$ cat config.mk
export PLATFORM = sky130hd
export DESIGN_NAME = jpeg_block_coefficient_decoder
export DESIGN_NICKNAME = d
export VERILOG_FILES = /design/src/hw/rtl/jbcd_pkg.sv /design/src/hw/rtl/jbcd_ctrl.sv /design/src/hw/rtl/jbcd_datapath.sv /design/src/hw/rtl/jpeg_block_coefficient_decoder.sv
export SDC_FILE = /design/constraint.sdc
export NUM_CORES = 1
export LEC_CHECK = 0
export ABC_CLOCK_PERIOD_IN_PS = 8200
export BUFFER_PORTS_ARGS = -buffer_cell sky130_fd_sc_hd__buf_4
export CAP_MARGIN = 20
export CORE_UTILIZATION = 55
export CTS_CLUSTER_DIAMETER = 100
export DETAILED_ROUTE_END_ITERATION = 16
export PLACE_DENSITY = 0.77
export SYNTH_ARGS = -nofsm -noshare
export SYNTH_HDL_FRONTEND = slang
export SYNTH_SLANG_ARGS = --single-unit
$ cat constraint.sdc
create_clock -name clock -period 8.2 [get_ports clock]
set_input_delay 1.23 -clock clock [delete_from_list [all_inputs] [get_ports clock]]
set_output_delay 1.23 -clock clock [all_outputs]
set_load 0.01 [all_outputs]
$ cat src/hw/rtl/jbcd_pkg.sv
// ----------------------------------------------------------------------------
// JPEG block coefficient decoder package
// Shared types, constants and the magnitude decoding function.
// ----------------------------------------------------------------------------
package jbcd_pkg;

   localparam int SYMBOL_WIDTH    = 8;
   localparam int MAGNITUDE_WIDTH = 15;
   localparam int POSITION_WIDTH  = 6;
   localparam int COEF_WIDTH      = 16;
   localparam int REQ_DATA_WIDTH  = 24;
   localparam int RSP_DATA_WIDTH  = 24;

   localparam logic [POSITION_WIDTH-1:0] LAST_POSITION = 6'd63;
   localparam logic [3:0]                ZRL_RUN       = 4'd15;

   typedef enum logic [0:0] {
      ST_IDLE,
      ST_EMIT
   } state_type;

   // Commands from the controller to the datapath.
   typedef struct packed {
      logic load;   // take the accepted symbol and plan its results
      logic emit;   // move the current result into the output register
   } cmd_type;

   // Status from the datapath to the controller.
   typedef struct packed {
      logic out_free;    // output register can take a result this cycle
      logic final_res;   // the current result is the symbol's last one
   } status_type;

   // Size 1..15: a value whose top bit is clear is negative, b - (2^s - 1).
   function automatic logic [COEF_WIDTH-1:0] decode_magnitude(
      input logic [MAGNITUDE_WIDTH-1:0] bits,
      input logic [3:0]                 size
   );
      logic [COEF_WIDTH-1:0] mask;
      logic [COEF_WIDTH-1:0] b;
      logic [COEF_WIDTH-1:0] result;
      mask = (COEF_WIDTH'(1) << size) - COEF_WIDTH'(1);
      b    = {1'b0, bits} & mask;
      if (size == 4'd0) begin
         result = '0;
      end else if (bits[size - 4'd1]) begin
         result = b;
      end else begin
         result = b - mask;
      end
      return result;
   endfunction

endpackage

$ cat src/hw/rtl/jbcd_ctrl.sv
// ----------------------------------------------------------------------------
// JPEG block coefficient decoder controller
// Accepts one symbol, then steps the datapath through its results.
// ----------------------------------------------------------------------------
module jbcd_ctrl (
   input  logic                clock,
   input  logic                reset,
   input  logic                req_tvalid,
   output logic                req_tready,
   input  jbcd_pkg::status_type status,
   output jbcd_pkg::cmd_type    cmd
);
   import jbcd_pkg::*;

   state_type state_ff;
   state_type state_in;

   always_ff @(posedge clock) begin
      if (reset) begin
         state_ff <= ST_IDLE;
      end else begin
         state_ff <= state_in;
      end
   end

   always_comb begin
      state_in = state_ff;
      unique case (state_ff)
         ST_IDLE: begin
            if (req_tvalid) begin
               state_in = ST_EMIT;
            end
         end
         ST_EMIT: begin
            if (status.out_free && status.final_res) begin
               state_in = ST_IDLE;
            end
         end
         default: state_in = ST_IDLE;
      endcase
   end

   always_comb begin
      req_tready = 1'b0;
      cmd        = '0;
      unique case (state_ff)
         ST_IDLE: begin
            req_tready = 1'b1;
            cmd.load   = req_tvalid;
         end
         ST_EMIT: begin
            cmd.emit = status.out_free;
         end
         default: begin
            req_tready = 1'b0;
         end
      endcase
   end

`ifndef NO_ASSERTIONS
   // A symbol is never loaded while results of the previous one are pending.
   a_no_load_in_emit: assert property (@(posedge clock) disable iff (reset)
      state_ff == ST_EMIT |-> !cmd.load)
      else $error("symbol loaded while emitting");
   // After a load the controller always starts emitting.
   a_load_starts_emit: assert property (@(posedge clock) disable iff (reset)
      cmd.load |=> state_ff == ST_EMIT)
      else $error("load not followed by emission");
   // Leaving the emit state only happens on the final result.
   a_leave_on_final: assert property (@(posedge clock) disable iff (reset)
      state_ff == ST_EMIT && !(status.out_free && status.final_res) |=> state_ff == ST_EMIT)
      else $error("emission ended early");
`endif

endmodule

$ cat src/hw/rtl/jbcd_datapath.sv
// ----------------------------------------------------------------------------
// JPEG block coefficient decoder datapath
// Plans the results of one symbol, holds the block position, the DC
// predictor and the output register.
// ----------------------------------------------------------------------------
module jbcd_datapath (
   input  logic                                  clock,
   input  logic                                  reset,
   input  logic [jbcd_pkg::REQ_DATA_WIDTH-1:0]   req_tdata,
   input  logic                                  req_tuser,
   input  jbcd_pkg::cmd_type                      cmd,
   output jbcd_pkg::status_type                   status,
   output logic                                  rsp_tvalid,
   input  logic                                  rsp_tready,
   output logic [jbcd_pkg::RSP_DATA_WIDTH-1:0]   rsp_tdata,
   output logic                                  rsp_tuser,
   output logic                                  rsp_tlast
);
   import jbcd_pkg::*;

   // Block state: position 0 means a DC symbol is expected.
   logic [POSITION_WIDTH-1:0] next_pos_ff, next_pos_in;
   logic [COEF_WIDTH-1:0]     pred_ff, pred_in;

   // Plan of the symbol being emitted.
   logic [POSITION_WIDTH-1:0] cur_ff, cur_in;
   logic [POSITION_WIDTH-1:0] end_ff, end_in;
   logic [COEF_WIDTH-1:0]     end_coef_ff, end_coef_in;
   logic                      err_ff, err_in;

   // Output register.
   logic                      rsp_valid_ff;
   logic [POSITION_WIDTH-1:0] rsp_pos_ff;
   logic [COEF_WIDTH-1:0]     rsp_coef_ff;
   logic                      rsp_err_ff;
   logic                      rsp_last_ff;

   logic [SYMBOL_WIDTH-1:0]    symbol;
   logic [MAGNITUDE_WIDTH-1:0] magnitude_bits;
   logic [3:0]                 run;
   logic [3:0]                 size;
   logic [COEF_WIDTH-1:0]      value;
   logic [COEF_WIDTH-1:0]      pred_sum;
   logic [POSITION_WIDTH:0]    run_end;
   logic [POSITION_WIDTH:0]    zrl_end;

   assign symbol         = req_tdata[SYMBOL_WIDTH-1:0];
   assign magnitude_bits = req_tdata[SYMBOL_WIDTH+MAGNITUDE_WIDTH-1:SYMBOL_WIDTH];
   assign run            = symbol[7:4];
   assign size           = symbol[3:0];
   assign value          = decode_magnitude(magnitude_bits, size);
   assign pred_sum       = (req_tuser ? '0 : pred_ff) + value;
   assign run_end        = {1'b0, next_pos_ff} + {3'b000, run};
   assign zrl_end        = {1'b0, next_pos_ff} + {3'b000, ZRL_RUN};

   always_comb begin
      pred_in     = pred_ff;
      next_pos_in = next_pos_ff;
      cur_in      = next_pos_ff;
      end_in      = LAST_POSITION;
      end_coef_in = '0;
      err_in      = 1'b0;
      priority if (next_pos_ff == '0) begin
         pred_in     = pred_sum;
         cur_in      = '0;
         end_in      = '0;
         end_coef_in = pred_sum;
         next_pos_in = POSITION_WIDTH'(1);
      end else if (size == 4'd0) begin
         // ZRL gives sixteen zeros clipped at the block end; anything else is EOB.
         if (run == ZRL_RUN && zrl_end < {1'b0, LAST_POSITION}) begin
            end_in = zrl_end[POSITION_WIDTH-1:0];
         end
         next_pos_in = (end_in == LAST_POSITION) ? '0 : end_in + POSITION_WIDTH'(1);
      end else if (run_end > {1'b0, LAST_POSITION}) begin
         err_in      = 1'b1;
         cur_in      = '0;
         end_in      = '0;
         next_pos_in = '0;
      end else begin
         end_in      = run_end[POSITION_WIDTH-1:0];
         end_coef_in = value;
         next_pos_in = (end_in == LAST_POSITION) ? '0 : end_in + POSITION_WIDTH'(1);
      end
   end

   always_ff @(posedge clock) begin
      if (reset) begin
         next_pos_ff <= '0;
         pred_ff     <= '0;
      end else if (cmd.load) begin
         next_pos_ff <= next_pos_in;
         pred_ff     <= pred_in;
      end
   end

   always_ff @(posedge clock) begin
      if (cmd.load) begin
         cur_ff      <= cur_in;
         end_ff      <= end_in;
         end_coef_ff <= end_coef_in;
         err_ff      <= err_in;
      end else if (cmd.emit) begin
         cur_ff <= cur_ff + POSITION_WIDTH'(1);
      end
   end

   always_ff @(posedge clock) begin
      if (reset) begin
         rsp_valid_ff <= 1'b0;
      end else if (cmd.emit) begin
         rsp_valid_ff <= 1'b1;
      end else if (rsp_tready) begin
         rsp_valid_ff <= 1'b0;
      end
   end

   always_ff @(posedge clock) begin
      if (cmd.emit) begin
         rsp_pos_ff  <= err_ff ? '0 : cur_ff;
         rsp_coef_ff <= (cur_ff == end_ff) ? end_coef_ff : '0;
         rsp_err_ff  <= err_ff;
         rsp_last_ff <= err_ff || (cur_ff == LAST_POSITION);
      end
   end

   assign status.out_free  = !rsp_valid_ff || rsp_tready;
   assign status.final_res = err_ff || (cur_ff == end_ff);

   assign rsp_tvalid = rsp_valid_ff;
   assign rsp_tdata  = {{(RSP_DATA_WIDTH-POSITION_WIDTH-COEF_WIDTH){1'b0}},
                        rsp_coef_ff, rsp_pos_ff};
   assign rsp_tuser  = rsp_err_ff;
   assign rsp_tlast  = rsp_last_ff;

`ifndef NO_ASSERTIONS
   // An error transfer ends the block and carries position zero.
   a_err_result: assert property (@(posedge clock) disable iff (reset)
      rsp_valid_ff && rsp_err_ff |-> rsp_last_ff && rsp_pos_ff == '0 && rsp_coef_ff == '0)
      else $error("malformed error result");
   // A result that is not the symbol's final one never lies past the end.
   a_cur_before_end: assert property (@(posedge clock) disable iff (reset)
      cmd.emit && !err_ff && cur_ff != end_ff |-> cur_ff < end_ff)
      else $error("run walked past its end position");
   // Emitting a result at the last position leaves a block end flagged.
   a_last_at_end: assert property (@(posedge clock) disable iff (reset)
      cmd.emit && cur_ff == LAST_POSITION |=> rsp_last_ff)
      else $error("position 63 not flagged last");
`endif

endmodule

$ cat src/hw/rtl/jpeg_block_coefficient_decoder.sv
// ----------------------------------------------------------------------------
// JPEG block coefficient decoder
// Turns decoded Huffman symbols of a baseline block into zig-zag coefficients.
// ----------------------------------------------------------------------------
// A symbol is taken in one transfer, after which its results leave one per
// cycle while the result side does not stall: the symbol is first planned,
// then each of its results goes through the output register, and no new
// symbol is taken until its last result has entered that register. The first
// symbol of each block is DC and updates a 16-bit wrapping predictor; an AC
// run past position 63 yields a single result with tuser (error) and tlast
// set, and the next symbol is taken as DC.
module jpeg_block_coefficient_decoder (
   input  logic                                clock,
   input  logic                                reset,
   input  logic                                req_tvalid,
   output logic                                req_tready,
   // [7:0] symbol, [22:8] magnitude_bits, [23] zero
   input  logic [jbcd_pkg::REQ_DATA_WIDTH-1:0] req_tdata,
   // [0] clear_prediction
   input  logic                                req_tuser,
   output logic                                rsp_tvalid,
   input  logic                                rsp_tready,
   // [5:0] position, [21:6] coefficient, [23:22] zero
   output logic [jbcd_pkg::RSP_DATA_WIDTH-1:0] rsp_tdata,
   // [0] error
   output logic                                rsp_tuser,
   output logic                                rsp_tlast
);
   import jbcd_pkg::*;

   cmd_type    cmd;
   status_type status;

   jbcd_ctrl u_ctrl (
      .clock      (clock),
      .reset      (reset),
      .req_tvalid (req_tvalid),
      .req_tready (req_tready),
      .status     (status),
      .cmd        (cmd)
   );

   jbcd_datapath u_datapath (
      .clock      (clock),
      .reset      (reset),
      .req_tdata  (req_tdata),
      .req_tuser  (req_tuser),
      .cmd        (cmd),
      .status     (status),
      .rsp_tvalid (rsp_tvalid),
      .rsp_tready (rsp_tready),
      .rsp_tdata  (rsp_tdata),
      .rsp_tuser  (rsp_tuser),
      .rsp_tlast  (rsp_tlast)
   );

endmodule

==> impl_metrics.json <==
{
  "cp_slowest_stage_delay_ns": 0.53,
  "path_buf_inv": 5,
  "ys_ff_latch": 77,
  "wl_per_cell_um": 15.3,
  "grt_setup_unrepaired": "false",
  "root_buffer": "clkbuf_8",
  "antenna_found_initial": 0,
  "critPathSlowestCell": "ha_1",
  "h-tree-depth": 3,
  "cts_sinks": 77,
  "finalCritPeriodShare": 0.858,
  "reg2reg_depth": 9,
  "synthCells": 668,
  "die-area_mm2": 0.0111,
  "max_cap_violations": 0,
  "nFillCells": 882,
  "critPathTopFamily": "compound AO/OA/AOI/OAI gates",
  "dieWidth_um": 105,
  "vias": 5047,
  "wl_met1_um": 5930,
  "cts_buffers": 9,
  "setup_violations": 0,
  "critical_path_depth": 27,
  "clk_pin_slew_worst_paths_ns": 0.07,
  "crit_type": "input port to flip-flop",
  "clock_latency_ns": 0.35,
  "startpoint": "req_tdata[0]",
  "n_antenna_cell": 0,
  "setup-tns-final_ns": 0,
  "setup_ws_ns": 1.17,
  "initial_core_util": 0.567,
  "avgSynthCellArea_um2": 8.77,
  "arrival_ns": 7.12,
  "dpl.hpwl_um": 9640,
  "r2r_start": "u_datapath.next_pos_ff[0]$_SDFFE_PP0P_",
  "skew_ns": 0.0103,
  "place.gp.congestion": 0.905,
  "relSlewSlack": 0.481,
  "rows": 37,
  "ant_nets": 0,
  "nets": 763,
  "grt_max_degree": 30,
  "synth_edf_count": 53,
  "ir_drop_mv": 0.0986,
  "viasPerCell": 5.99,
  "highest_layer": "met4",
  "dr_wl_met2_um": 6180,
  "pin_count": 57,
  "cp_max_fo": 28,
  "report.power.total_mw": 1.24,
  "drt-total-wl_um": 12900,
  "grt_pass1_vias": 4572,
  "slew_violations": 0,
  "hold_viol_final": 0,
  "drc": 0,
  "fp.coreArea_mm2": 0.0103,
  "fin_crit_ns": 7.03,
  "worstPathRequired_ns": 8.29,
  "fmax_ghz": 0.142,
  "crit_path_end_kind": "flip-flop",
  "final_core_util": 0.632,
  "crit_end": "u_datapath.end_coef_ff[15]$_DFFE_PP_",
  "post_cts_resized": 0,
  "pre_cts_slack_ns": 0.884,
  "drtPass1Iterations": 5,
  "drive_above_1_share": 0.139,
  "yosys_most_used_dff": "edfxtp_1",
  "tightest_slew_ns": 0.778,
  "synthArstFlopShare": 0,
  "dr.first_iter.drc_count": 300,
  "rr_endpoint": "u_datapath.end_coef_ff[9]$_DFFE_PP_",
  "netlist_area_mm2": 0.00586,
  "syn_to_final_growth_pct": 11.5,
  "port-buffer-count": 53,
  "p_per_area_mw_per_mm2": 190,
  "power.leakage_nw": 2.55,
  "status": "complete, no violations",
  "wl_met3_um": 606,
  "hold_buffers": 0,
  "chipHeight_um": 105,
  "clockBufferDepth": 2,
  "hp-class": "flip-flop to flip-flop",
  "grt.total_usage": 0.241,
  "synthDistinctLibCells": 71,
  "yosysSeqAreaShare": 0.354,
  "post_cts_buffers": 0,
  "cp-start-kind": "input port",
  "grt_pass1_wl_um": 21400,
  "rrSetupSlack_ns": 4.64,
  "whs_ns": 0.455,
  "tritoncts": "yes",
  "ys_warn_count": 0,
  "overflow": 0
}
==> metrics by stage <==
| step | area [um^2] | instances |
|---|---|---|
| after floorplan | 5860 | 669 |
| after global placement | 6290 | 824 |
| after detailed placement | 6310 | 826 |
| after CTS | 6520 | 842 |
| after global routing | 6530 | 843 |
| final | 6530 | 843 |
==> worst reg2reg max path: stages (launching register included) <==
cell,delay [ns]
dfxtp_1,0.42
ha_1,0.27
fa_1,0.40
a21o_1,0.19
a21oi_1,0.44
xnor2_1,0.22
nand3_1,0.17
o31ai_1,0.53
nor2_1,0.33
a22o_1,0.34
==> state kept, by name, indices dropped and copies added (netlist names) <==
signal	flops
u_datapath.pred_ff	16
u_datapath.end_ff	6
u_datapath.err_ff	1
u_datapath.next_pos_ff	6
u_datapath.rsp_coef_ff	16
u_datapath.rsp_tlast	1
u_datapath.cur_ff	6
u_ctrl.state_ff	1
u_datapath.rsp_tvalid	1
u_datapath.rsp_pos_ff	6
u_datapath.end_coef_ff	16
u_datapath.rsp_tuser	1
==> where the power goes <==
part | switching, mW | internal [mW] | total (mW)
registers | 0.0255 | 0.478 | 0.503
clock network | 0.135 | 0.170 | 0.305
logic | 0.253 | 0.179 | 0.432
total | 0.413 | 0.827 | 1.24
==> kinds of logic (layout without fill, tap and decap cells) <==
kind of cell,count (synthesis),count (layout),share of synthesized area
other,1,2,0.000640
AND/OR/NAND/NOR,275,275,0.240
XOR/XNOR,45,45,0.0686
adder cells (fa/ha/maj),32,32,0.0709
AO/OA/AOI/OAI,166,166,0.190
multiplexers,16,16,0.0348
buffers and inverters,56,94,0.0410
flip-flops,77,77,0.354
==> worst min-delay path by stage <==
stage	start	end	slack, ns	depth (start not counted)
after floorplan	u_datapath.pred_ff[0]$_SDFFE_PP0P_	u_datapath.pred_ff[0]$_SDFFE_PP0P_	0.43	2
after global placement	u_datapath.pred_ff[0]$_SDFFE_PP0P_	u_datapath.pred_ff[0]$_SDFFE_PP0P_	0.44	2
after detailed placement	u_datapath.pred_ff[4]$_SDFFE_PP0P_	u_datapath.pred_ff[4]$_SDFFE_PP0P_	0.44	2
after CTS	u_datapath.pred_ff[12]$_SDFFE_PP0P_	u_datapath.pred_ff[12]$_SDFFE_PP0P_	0.46	2
after global routing	u_datapath.pred_ff[13]$_SDFFE_PP0P_	u_datapath.pred_ff[13]$_SDFFE_PP0P_	0.47	2
final	u_datapath.pred_ff[12]$_SDFFE_PP0P_	u_datapath.pred_ff[12]$_SDFFE_PP0P_	0.46	2
==> layout by cell type, fill, tap and decap left out, types with 3 or more instances in the layout <==
master | Yosys | layout
nand2_1 | 80 | 80
buf_4 | 4 | 58
edfxtp_1 | 53 | 53
nor2_1 | 50 | 50
a21oi_1 | 48 | 48
xnor2_1 | 33 | 33
ha_1 | 30 | 30
o21ai_0 | 29 | 29
nor2b_1 | 26 | 26
dfxtp_1 | 24 | 24
nor3_1 | 22 | 21
nand3_1 | 20 | 20
and2_1 | 19 | 19
inv_1 | 17 | 17
xor2_1 | 11 | 11
a22o_1 | 10 | 10
mux2i_1 | 10 | 10
clkbuf_8 | 0 | 9
a21o_1 | 8 | 8
and3_1 | 8 | 8
nand2b_1 | 8 | 8
a31oi_1 | 8 | 8
nor4_1 | 8 | 8
o211ai_1 | 6 | 6
a22oi_1 | 6 | 6
o21a_1 | 5 | 5
nand4_1 | 5 | 5
o31ai_1 | 5 | 5
o21bai_1 | 5 | 5
or2_2 | 5 | 5
nor3b_1 | 5 | 5
a211oi_1 | 4 | 4
o31a_1 | 4 | 4
or3_1 | 4 | 4
nand3b_1 | 4 | 4
o22ai_1 | 4 | 4
or4_1 | 3 | 3
mux4_2 | 3 | 3
clkinv_1 | 1 | 3
==> cells in the mapped netlist (6+ instances only) <==
master    number  area share
nor2b_1       26       0.028
ha_1          30       0.064
nand3_1       20       0.017
nor3_1        22       0.019
mux2i_1       10       0.017
nand2_1       80       0.051
inv_1         17       0.011
buf_2          6      0.0051
xor2_1        11       0.016
nand2b_1       8      0.0085
o21ai_0       29       0.025
clkbuf_1      26       0.017
and2_1        19       0.020
a21oi_1       48       0.041
nor2_1        50       0.032
dfxtp_1       24       0.082
a22oi_1        6      0.0077
xnor2_1       33       0.049
edfxtp_1      53        0.27
o211ai_1       6      0.0077
a31oi_1        8      0.0085
a21o_1         8       0.010
nor4_1         8      0.0085
a22o_1        10       0.015
and3_1         8      0.0085
==> routing by layer <==
metal,GRT usage,up-vias
met4,0.0785,0
met3,0.0362,19
met1,0.322,2352
met5,0,-
met2,0.399,169
li1,-,2507
==> final cells by class <==
type / count / area, um^2 / area share
clock inverters: 7 / 90.1 / 0.0138
flip-flops and latches: 77 / 2070 / 0.317
clock buffers: 9 / 124 / 0.0190
well taps: 136 / 170 / 0.0261
multi-input cells: 536 / 3550 / 0.544
inverters: 18 / 67.6 / 0.0104
repair buffers: 60 / 452 / 0.0692
No activity file was read; power rests on OpenSTA's default activity.
